===== config.mk =====
export PLATFORM = sky130hd
export DESIGN_NAME = register_command_nibble_framer_unit_flat
export DESIGN_NICKNAME = d
export VERILOG_FILES = /design/src/rtl/core/rcnf_pkg.sv /design/src/rtl/core/rcnf_if.sv /design/src/rtl/core/rcnf_front.sv /design/src/rtl/core/rcnf_queue.sv /design/src/rtl/core/rcnf_back.sv /design/src/rtl/core/register_command_nibble_framer_unit.sv /design/src/flat_wrapper.sv
export SDC_FILE = /design/constraint.sdc
export NUM_CORES = 1
export LEC_CHECK = 0
export BUFFER_PORTS_ARGS = -buffer_cell sky130_fd_sc_hd__buf_2
export CORE_UTILIZATION = 45
export DETAILED_ROUTE_END_ITERATION = 8
export HOLD_SLACK_MARGIN = 0.08
export PLACE_DENSITY = 0.72
export SYNTH_ARGS = -nofsm -noshare
export SYNTH_HDL_FRONTEND = slang
export SYNTH_SLANG_ARGS = --single-unit
export TNS_END_PERCENT = 5

===== constraint.sdc =====
create_clock -name clk_i -period 4.1 [get_ports clk_i]
set_clock_uncertainty 0.15 [all_clocks]
set_input_delay 0.82 -clock clk_i [delete_from_list [all_inputs] [get_ports clk_i]]
set_output_delay 0.82 -clock clk_i [all_outputs]
set_load 0.02 [all_outputs]

===== src/rtl/core/rcnf_pkg.sv =====
// Shared types and constants for the register command nibble framer.
// No dependencies; every file but rcnf_if.sv refers to it by scoped names.
package rcnf_pkg;

  localparam int unsigned QUEUE_DEPTH   = 2;
  localparam int unsigned FRAME_NIBBLES = 16;
  localparam int unsigned NIB_CNT_W     = $clog2(FRAME_NIBBLES);

  localparam logic [NIB_CNT_W-1:0] LAST_NIBBLE = NIB_CNT_W'(FRAME_NIBBLES - 1);

  localparam logic [31:0] HDR_BASE  = 32'h0000_0007;
  localparam logic [31:0] HDR_WRITE = 32'h0000_0010;
  localparam logic [7:0]  TX_MARK   = 8'hF0;
  localparam logic [7:0]  NIB_MASK  = 8'h0F;

  typedef enum logic {
    FUNC_SEND = 1'b0,
    FUNC_RECV = 1'b1
  } func_e;

  typedef enum logic {
    KIND_TX    = 1'b0,
    KIND_REPLY = 1'b1
  } kind_e;

  typedef struct packed {
    kind_e       kind;
    logic [63:0] word;
  } entry_t;

endpackage


===== src/rtl/core/rcnf_if.sv =====
// Valid/ready channel interfaces for command input and link/reply output.
// Depends on nothing; used by the top level.
interface rcnf_in_if;
  logic        valid;
  logic        ready;
  logic        func;
  logic [7:0]  dev;
  logic [15:0] reg_addr;
  logic        write_flag;
  logic [31:0] wr_data;
  logic [7:0]  rx_byte;

  modport source (output valid, func, dev, reg_addr, write_flag, wr_data, rx_byte,
                  input ready);
  modport sink   (input valid, func, dev, reg_addr, write_flag, wr_data, rx_byte,
                  output ready);
endinterface

interface rcnf_out_if;
  logic        valid;
  logic        ready;
  logic        kind;
  logic [7:0]  tx_byte;
  logic        last;
  logic [31:0] reply_header;
  logic [31:0] reply_data;

  modport source (output valid, kind, tx_byte, last, reply_header, reply_data,
                  input ready);
  modport sink   (input valid, kind, tx_byte, last, reply_header, reply_data,
                  output ready);
endinterface


===== src/rtl/core/rcnf_front.sv =====
// Front end: accepts input words, builds command frames, gathers reply nibbles.
// Depends on rcnf_pkg; pushes entries into rcnf_queue.
module rcnf_front (
  input  logic                clk_i,
  input  logic                rst_ni,
  input  logic                in_valid_i,
  output logic                in_ready_o,
  input  logic                func_i,
  input  logic [7:0]          dev_i,
  input  logic [15:0]         reg_addr_i,
  input  logic                write_flag_i,
  input  logic [31:0]         wr_data_i,
  input  logic [7:0]          rx_byte_i,
  output logic                push_valid_o,
  input  logic                push_ready_i,
  output rcnf_pkg::entry_t    push_entry_o
);

  logic [rcnf_pkg::NIB_CNT_W-1:0] nib_cnt_q, nib_cnt_d;
  logic [63:0]                    asm_q, asm_d;
  logic [31:0]                    hdr;
  logic [31:0]                    data;
  logic [63:0]                    nib_shifted;
  logic [7:0]                     nib;
  logic                           fire;
  logic                           is_recv;
  logic                           reply_done;

  assign in_ready_o = push_ready_i;
  assign fire       = in_valid_i && in_ready_o;
  assign is_recv    = (func_i == rcnf_pkg::FUNC_RECV);
  assign reply_done = (nib_cnt_q == rcnf_pkg::LAST_NIBBLE);

  assign hdr  = {dev_i, reg_addr_i, 8'h00} | rcnf_pkg::HDR_BASE
              | (write_flag_i ? rcnf_pkg::HDR_WRITE : 32'h0);
  assign data = write_flag_i ? wr_data_i : 32'h0;

  assign nib         = rx_byte_i & rcnf_pkg::NIB_MASK;
  assign nib_shifted = {56'h0, nib} << {nib_cnt_q, 2'b00};

  always_comb begin
    nib_cnt_d = nib_cnt_q;
    asm_d     = asm_q;
    if (fire && is_recv) begin
      nib_cnt_d = nib_cnt_q + 1'b1;
      asm_d     = reply_done ? 64'h0 : (asm_q | nib_shifted);
    end
  end

  always_comb begin
    push_valid_o = in_valid_i && (!is_recv || reply_done);
    if (is_recv) begin
      push_entry_o.kind = rcnf_pkg::KIND_REPLY;
      push_entry_o.word = asm_q | nib_shifted;
    end else begin
      push_entry_o.kind = rcnf_pkg::KIND_TX;
      push_entry_o.word = {data, hdr};
    end
  end

  always_ff @(posedge clk_i or negedge rst_ni) begin
    if (!rst_ni) begin
      nib_cnt_q <= '0;
      asm_q     <= '0;
    end else begin
      nib_cnt_q <= nib_cnt_d;
      asm_q     <= asm_d;
    end
  end

endmodule


===== src/rtl/core/rcnf_queue.sv =====
// Short register queue between front and back ends.
// Depends on rcnf_pkg for the entry type.
module rcnf_queue #(
  parameter int unsigned Depth = rcnf_pkg::QUEUE_DEPTH
) (
  input  logic             clk_i,
  input  logic             rst_ni,
  input  logic             push_valid_i,
  output logic             push_ready_o,
  input  rcnf_pkg::entry_t push_entry_i,
  output logic             pop_valid_o,
  input  logic             pop_ready_i,
  output rcnf_pkg::entry_t pop_entry_o
);

  localparam int unsigned PtrW = (Depth > 1) ? $clog2(Depth) : 1;
  localparam int unsigned CntW = $clog2(Depth + 1);
  localparam logic [PtrW-1:0] PtrLast = PtrW'(Depth - 1);
  localparam logic [CntW-1:0] CntFull = CntW'(Depth);

  rcnf_pkg::entry_t mem_q [Depth];
  logic [PtrW-1:0]  wr_ptr_q, rd_ptr_q;
  logic [CntW-1:0]  cnt_q;
  logic             push, pop;

  assign push_ready_o = (cnt_q != CntFull);
  assign pop_valid_o  = (cnt_q != '0);
  assign pop_entry_o  = mem_q[rd_ptr_q];
  assign push         = push_valid_i && push_ready_o;
  assign pop          = pop_valid_o && pop_ready_i;

  always_ff @(posedge clk_i) begin
    if (push) begin
      mem_q[wr_ptr_q] <= push_entry_i;
    end
  end

  always_ff @(posedge clk_i or negedge rst_ni) begin
    if (!rst_ni) begin
      wr_ptr_q <= '0;
      rd_ptr_q <= '0;
      cnt_q    <= '0;
    end else begin
      if (push) begin
        wr_ptr_q <= (wr_ptr_q == PtrLast) ? '0 : wr_ptr_q + 1'b1;
      end
      if (pop) begin
        rd_ptr_q <= (rd_ptr_q == PtrLast) ? '0 : rd_ptr_q + 1'b1;
      end
      case ({push, pop})
        2'b10:   cnt_q <= cnt_q + 1'b1;
        2'b01:   cnt_q <= cnt_q - 1'b1;
        default: cnt_q <= cnt_q;
      endcase
    end
  end

endmodule


===== src/rtl/core/rcnf_back.sv =====
// Back end: serializes frames into link bytes and presents completed replies.
// Depends on rcnf_pkg; pops entries from rcnf_queue.
module rcnf_back (
  input  logic             clk_i,
  input  logic             rst_ni,
  input  logic             pop_valid_i,
  output logic             pop_ready_o,
  input  rcnf_pkg::entry_t pop_entry_i,
  output logic             out_valid_o,
  input  logic             out_ready_i,
  output logic             kind_o,
  output logic [7:0]       tx_byte_o,
  output logic             last_o,
  output logic [31:0]      reply_header_o,
  output logic [31:0]      reply_data_o
);

  logic                           busy_q;
  rcnf_pkg::kind_e                kind_q;
  logic [63:0]                    word_q;
  logic [rcnf_pkg::NIB_CNT_W-1:0] cnt_q;
  logic                           is_tx;
  logic                           fire;
  logic                           finish;

  assign is_tx  = (kind_q == rcnf_pkg::KIND_TX);
  assign fire   = out_valid_o && out_ready_i;
  assign finish = fire && (!is_tx || cnt_q == rcnf_pkg::LAST_NIBBLE);

  assign pop_ready_o    = !busy_q || finish;
  assign out_valid_o    = busy_q;
  assign kind_o         = kind_q;
  assign tx_byte_o      = is_tx ? (rcnf_pkg::TX_MARK | {4'h0, word_q[3:0]}) : 8'h00;
  assign last_o         = is_tx && (cnt_q == rcnf_pkg::LAST_NIBBLE);
  assign reply_header_o = is_tx ? 32'h0 : word_q[31:0];
  assign reply_data_o   = is_tx ? 32'h0 : word_q[63:32];

  always_ff @(posedge clk_i or negedge rst_ni) begin
    if (!rst_ni) begin
      busy_q <= 1'b0;
      kind_q <= rcnf_pkg::KIND_TX;
      cnt_q  <= '0;
    end else if (pop_valid_i && pop_ready_o) begin
      busy_q <= 1'b1;
      kind_q <= pop_entry_i.kind;
      cnt_q  <= '0;
    end else if (finish) begin
      busy_q <= 1'b0;
    end else if (fire) begin
      cnt_q <= cnt_q + 1'b1;
    end
  end

  always_ff @(posedge clk_i) begin
    if (pop_valid_i && pop_ready_o) begin
      word_q <= pop_entry_i.word;
    end else if (fire) begin
      word_q <= {4'h0, word_q[63:4]};
    end
  end

endmodule


===== src/rtl/core/register_command_nibble_framer_unit.sv =====
// Register command nibble framer: command frames out, reply words back.
// A send word is held in the queue, then in the back end's word register, before
// its first link byte; so is the sixteenth reply byte before the reply word. One
// link byte per cycle unless out_ready stalls; each last byte frees the back end.
// Reset: nibble count and reply assembly cleared, queue emptied, output idle.
module register_command_nibble_framer_unit #(
  parameter int unsigned QueueDepth = rcnf_pkg::QUEUE_DEPTH
) (
  input  logic       clk_i,
  input  logic       rst_ni,
  rcnf_in_if.sink    in_i,
  rcnf_out_if.source out_o
);

  logic             push_valid, push_ready;
  logic             pop_valid, pop_ready;
  rcnf_pkg::entry_t push_entry, pop_entry;

  rcnf_front u_front (
    .clk_i        (clk_i),
    .rst_ni       (rst_ni),
    .in_valid_i   (in_i.valid),
    .in_ready_o   (in_i.ready),
    .func_i       (in_i.func),
    .dev_i        (in_i.dev),
    .reg_addr_i   (in_i.reg_addr),
    .write_flag_i (in_i.write_flag),
    .wr_data_i    (in_i.wr_data),
    .rx_byte_i    (in_i.rx_byte),
    .push_valid_o (push_valid),
    .push_ready_i (push_ready),
    .push_entry_o (push_entry)
  );

  rcnf_queue #(
    .Depth (QueueDepth)
  ) u_queue (
    .clk_i        (clk_i),
    .rst_ni       (rst_ni),
    .push_valid_i (push_valid),
    .push_ready_o (push_ready),
    .push_entry_i (push_entry),
    .pop_valid_o  (pop_valid),
    .pop_ready_i  (pop_ready),
    .pop_entry_o  (pop_entry)
  );

  rcnf_back u_back (
    .clk_i          (clk_i),
    .rst_ni         (rst_ni),
    .pop_valid_i    (pop_valid),
    .pop_ready_o    (pop_ready),
    .pop_entry_i    (pop_entry),
    .out_valid_o    (out_o.valid),
    .out_ready_i    (out_o.ready),
    .kind_o         (out_o.kind),
    .tx_byte_o      (out_o.tx_byte),
    .last_o         (out_o.last),
    .reply_header_o (out_o.reply_header),
    .reply_data_o   (out_o.reply_data)
  );

endmodule


===== src/flat_wrapper.sv =====
// flat-port wrapper written by rule: the top's interface ports become plain ports
module register_command_nibble_framer_unit_flat 
#(
  parameter int unsigned QueueDepth = rcnf_pkg::QUEUE_DEPTH
)
  (clk_i, rst_ni, in_i_valid, in_i_func, in_i_dev, in_i_reg_addr, in_i_write_flag, in_i_wr_data, in_i_rx_byte, in_i_ready, out_o_valid, out_o_kind, out_o_tx_byte, out_o_last, out_o_reply_header, out_o_reply_data, out_o_ready);
  rcnf_in_if in_i_i ();
  rcnf_out_if out_o_i ();
  input  logic clk_i;
  input  logic rst_ni;
  input wire logic [$bits(in_i_i.valid)-1:0] in_i_valid;
  input wire logic [$bits(in_i_i.func)-1:0] in_i_func;
  input wire logic [$bits(in_i_i.dev)-1:0] in_i_dev;
  input wire logic [$bits(in_i_i.reg_addr)-1:0] in_i_reg_addr;
  input wire logic [$bits(in_i_i.write_flag)-1:0] in_i_write_flag;
  input wire logic [$bits(in_i_i.wr_data)-1:0] in_i_wr_data;
  input wire logic [$bits(in_i_i.rx_byte)-1:0] in_i_rx_byte;
  output wire logic [$bits(in_i_i.ready)-1:0] in_i_ready;
  output wire logic [$bits(out_o_i.valid)-1:0] out_o_valid;
  output wire logic [$bits(out_o_i.kind)-1:0] out_o_kind;
  output wire logic [$bits(out_o_i.tx_byte)-1:0] out_o_tx_byte;
  output wire logic [$bits(out_o_i.last)-1:0] out_o_last;
  output wire logic [$bits(out_o_i.reply_header)-1:0] out_o_reply_header;
  output wire logic [$bits(out_o_i.reply_data)-1:0] out_o_reply_data;
  input wire logic [$bits(out_o_i.ready)-1:0] out_o_ready;
  assign in_i_i.valid = in_i_valid;
  assign in_i_i.func = in_i_func;
  assign in_i_i.dev = in_i_dev;
  assign in_i_i.reg_addr = in_i_reg_addr;
  assign in_i_i.write_flag = in_i_write_flag;
  assign in_i_i.wr_data = in_i_wr_data;
  assign in_i_i.rx_byte = in_i_rx_byte;
  assign in_i_ready = in_i_i.ready;
  assign out_o_valid = out_o_i.valid;
  assign out_o_kind = out_o_i.kind;
  assign out_o_tx_byte = out_o_i.tx_byte;
  assign out_o_last = out_o_i.last;
  assign out_o_reply_header = out_o_i.reply_header;
  assign out_o_reply_data = out_o_i.reply_data;
  assign out_o_i.ready = out_o_ready;
  register_command_nibble_framer_unit #(.QueueDepth(QueueDepth)) u_core (.clk_i(clk_i), .rst_ni(rst_ni), .in_i(in_i_i), .out_o(out_o_i));
endmodule

==> results.sh <==
export IMPL_status="finished, violations left"
export IMPL_violations="design-rule violations"
export IMPL_ys_async_sr_fraction_pct=28.7
export IMPL_setup_viol=0
export IMPL_wl_per_cell_um=18.8
export IMPL_die_h_um=166
export IMPL_grt_pass1_vias=7813
export IMPL_rsz0062_at_grt="false"
export IMPL_slew_viol_final=0
export IMPL_reg2reg_slack_ns=1.36
export IMPL_cts_root_buffer="clkbuf_16"
export IMPL_start_util_pct=46.1
export IMPL_dieArea_um2=27500
export IMPL_layout_commonest_cell="edfxtp_1"
export IMPL_finalWirelength_um=28300
export IMPL_fillers=2201
export IMPL_rr_endpoint="u_core.u_queue.cnt_q[1]"
export IMPL_synth_seq_cells=272
export IMPL_place_ws_ns=1.12
export IMPL_crit_arrival_ns=1.96
export IMPL_antenna_cells=0
export IMPL_use_met1_pct=30.1
export IMPL_cp_max_fo=7
export IMPL_p_total_w=0.00952
export IMPL_grt_overflow_total=0
export IMPL_startpoint_type="register"
export IMPL_critPathCaptureType="output pin"
export IMPL_whs_ns=0.299
export IMPL_met3_usage_pct=2.74
export IMPL_syn_num_nets=1100
export IMPL_ctsHoldBuffers=0
export IMPL_grt_busiest_layer="met2"
export IMPL_pwr_share_clk_pct=24.6
export IMPL_die_x_um=166
export IMPL_htreeDepth=1
export IMPL_p_leak_nw=5.81
export IMPL_synth_cells=1027
export IMPL_core_um2=26200
export IMPL_final_period_utilization_pct=71.5
export IMPL_cts_max_path_buffers=3
export IMPL_dr_pass1_iters=7
export IMPL_ir_drop_mv=0.264
export IMPL_use_met2_pct=32.3
export IMPL_viasPerCell=5.53
export IMPL_worstSetupPathType="reg2out"
export IMPL_worstReg2RegStart="u_core.u_back.cnt_q[0]"
export IMPL_antenna_found_initial=1
export IMPL_ys_types=46
export IMPL_cts_setup_buffers=0
export IMPL_clk_pin_slew_worst_paths_ns=0.06
export IMPL_vias=8316
export IMPL_power_frac_comb_pct=30.4
export IMPL_cts_made_buffers=26
export IMPL_post_route_util_pct=52.7
export IMPL_dp_hpwl_um=18700
export IMPL_layout_common_cells="edfxtp_1, nor2_1, a21oi_1"
export IMPL_switching_share_pct=35.1
export IMPL_worstPathRequired_ns=3.13
export IMPL_rows=59
export IMPL_gp_congestion=0.837
export IMPL_drc=9
export IMPL_ys_dominant_reg_cell="edfxtp_1"
export IMPL_io_buffer_count=141
export IMPL_clock_latency_ns=0.52
export IMPL_setup_worst_path_start="u_core.u_queue.cnt_q[0]"
export IMPL_initialDrtViolationCount=904
export IMPL_drive_gt1_share_pct=20.5
export IMPL_grt_pass1_wl_um=44000
export IMPL_cts_resized=0
export IMPL_layout_nets=1221
export IMPL_tightest_slew_ns=1.03
export IMPL_tns_ns=0
export IMPL_max_freq_mhz=341
export IMPL_power_switching_w=0.00334
export IMPL_intPower_w=0.00617
export IMPL_syn_cell_area_um2=12100
export IMPL_rr_worst_depth=9
export IMPL_power_density_nw_per_um2=689
export IMPL_ys_warn_count=0
export IMPL_grtUsageTotal_pct=20.6
export IMPL_io_pins=146
export IMPL_synth_edff_count=194
export IMPL_holdCritPathClass="in2async"
export IMPL_grt_max_degree=92
export IMPL_yosysSeqAreaShare_pct=64.4
export IMPL_cts_sinks=272
export IMPL_post_synth_cell_area_avg_um2=11.8
export IMPL_drv_cap=0
export IMPL_min_period_ns=2.93
export IMPL_pwr_share_seq_pct=45.0
export IMPL_hold_violations=0
export IMPL_cts_tree="done"
export IMPL_antenna_left=0
export IMPL_slew_limit_headroom_pct=31.0
export IMPL_worst_slack_ns=1.17
export IMPL_area_growth_pct=14.5
## worst max-delay path by stage
stage	cells past startpoint	end	slack, ns
detailed placement	9	u_core.u_queue.cnt_q[1]	1.12
global route	3	in_i_ready	1.08
floorplan	2	u_core.u_back.word_q[0]	-0.10
global placement	9	u_core.u_queue.cnt_q[1]	1.16
finish	3	in_i_ready	1.17
CTS	3	in_i_ready	1.15
## per-layer routing
layer  vias to the layer above  share of wire [%]
li1                       3877                  -
met1                      4023                 43
met2                       368                 47
met3                        48                7.7
met4                         0                2.2
met5                         -                  0
## logic make-up after synthesis
| kind of cell | Yosys count | synth area share (%) |
|---|---|---|
| fa+ha+maj | 3 | 0.311 |
| mux | 67 | 5.57 |
| simple gates | 375 | 14.6 |
| buf+inv | 71 | 3.61 |
| xor+xnor | 8 | 0.581 |
| flops | 272 | 64.4 |
| compound gates | 231 | 10.9 |
## registers in the layout (all words and copies together) (netlist names)
signal and count:
u_core.u_back.cnt_q 4, u_core.u_queue.cnt_q 2, u_core.u_back.out_valid_o 1, u_core.u_front.nib_cnt_q 4, u_core.u_queue.wr_ptr_q 1, u_core.u_back.kind_o 1, u_core.u_back.word_q 64, u_core.u_queue.rd_ptr_q 1
u_core.u_front.asm_q 64, u_core.u_queue.mem_q 130
## power groups by stage
stage          Combinational (W)  Clock (W)  Sequential (W)
2_1_floorplan            0.00229          0         0.00406
3_3_place_gp             0.00281          0         0.00431
3_5_place_dp             0.00287          0         0.00433
4_1_cts                  0.00290    0.00237         0.00428
5_1_grt                  0.00317    0.00247         0.00436
6_report                 0.00289    0.00234         0.00428
## worst max-delay path: stages (launching register included)
cell	delay (ns)
dfrtp_1	0.46
nor2b_1	0.58
clkinv_4	0.19
buf_2	0.21
## cell usage after synthesis (2+ instances only)
library cell / instances / area [µm²]
nand3_1: 6 / 30.0
a22o_1: 10 / 87.6
nor3_1: 2 / 10.0
and2_1: 65 / 407
buf_6: 16 / 180
clkbuf_1: 27 / 101
and3_1: 6 / 37.5
buf_2: 13 / 65.1
a21o_1: 5 / 37.5
nand2_1: 62 / 233
ha_1: 3 / 37.5
nor2_1: 189 / 709
edfxtp_1: 194 / 5830
nor2b_1: 16 / 100
nor2_2: 4 / 25.0
dfrtp_1: 78 / 1950
mux2i_1: 66 / 661
nand3b_1: 5 / 37.5
inv_1: 3 / 11.3
a31o_2: 4 / 35.0
nand2b_1: 9 / 56.3
a21oi_1: 153 / 766
buf_4: 7 / 52.6
xor2_1: 3 / 26.3
nor3b_2: 4 / 50.1
nor3_2: 3 / 30.0
a21oi_2: 10 / 87.6
o21ai_0: 26 / 130
xnor2_1: 5 / 43.8
inv_2: 2 / 7.51
a31oi_1: 16 / 100
## area by class of cell
| class | count | area [µm²] | share of cell area (%) |
|---|---|---|---|
| Clock buffer | 28 | 679 | 4.92 |
| Clock inverter | 20 | 163 | 1.18 |
| Multi-Input combinational cell | 684 | 3880 | 28.0 |
| Tap cell | 335 | 419 | 3.03 |
| Sequential cell | 272 | 7780 | 56.3 |
| Timing Repair Buffer | 158 | 873 | 6.32 |
| Inverter | 6 | 28.8 | 0.208 |
## per-stage QoR
stage               instance area, µm²  std cells
floorplan                        12100       1027
global placement                 13000       1455
detailed placement               13000       1455
CTS                              13800       1503
global route                     13800       1503
finish                           13800       1503
(Power assumes the default switching activity.)
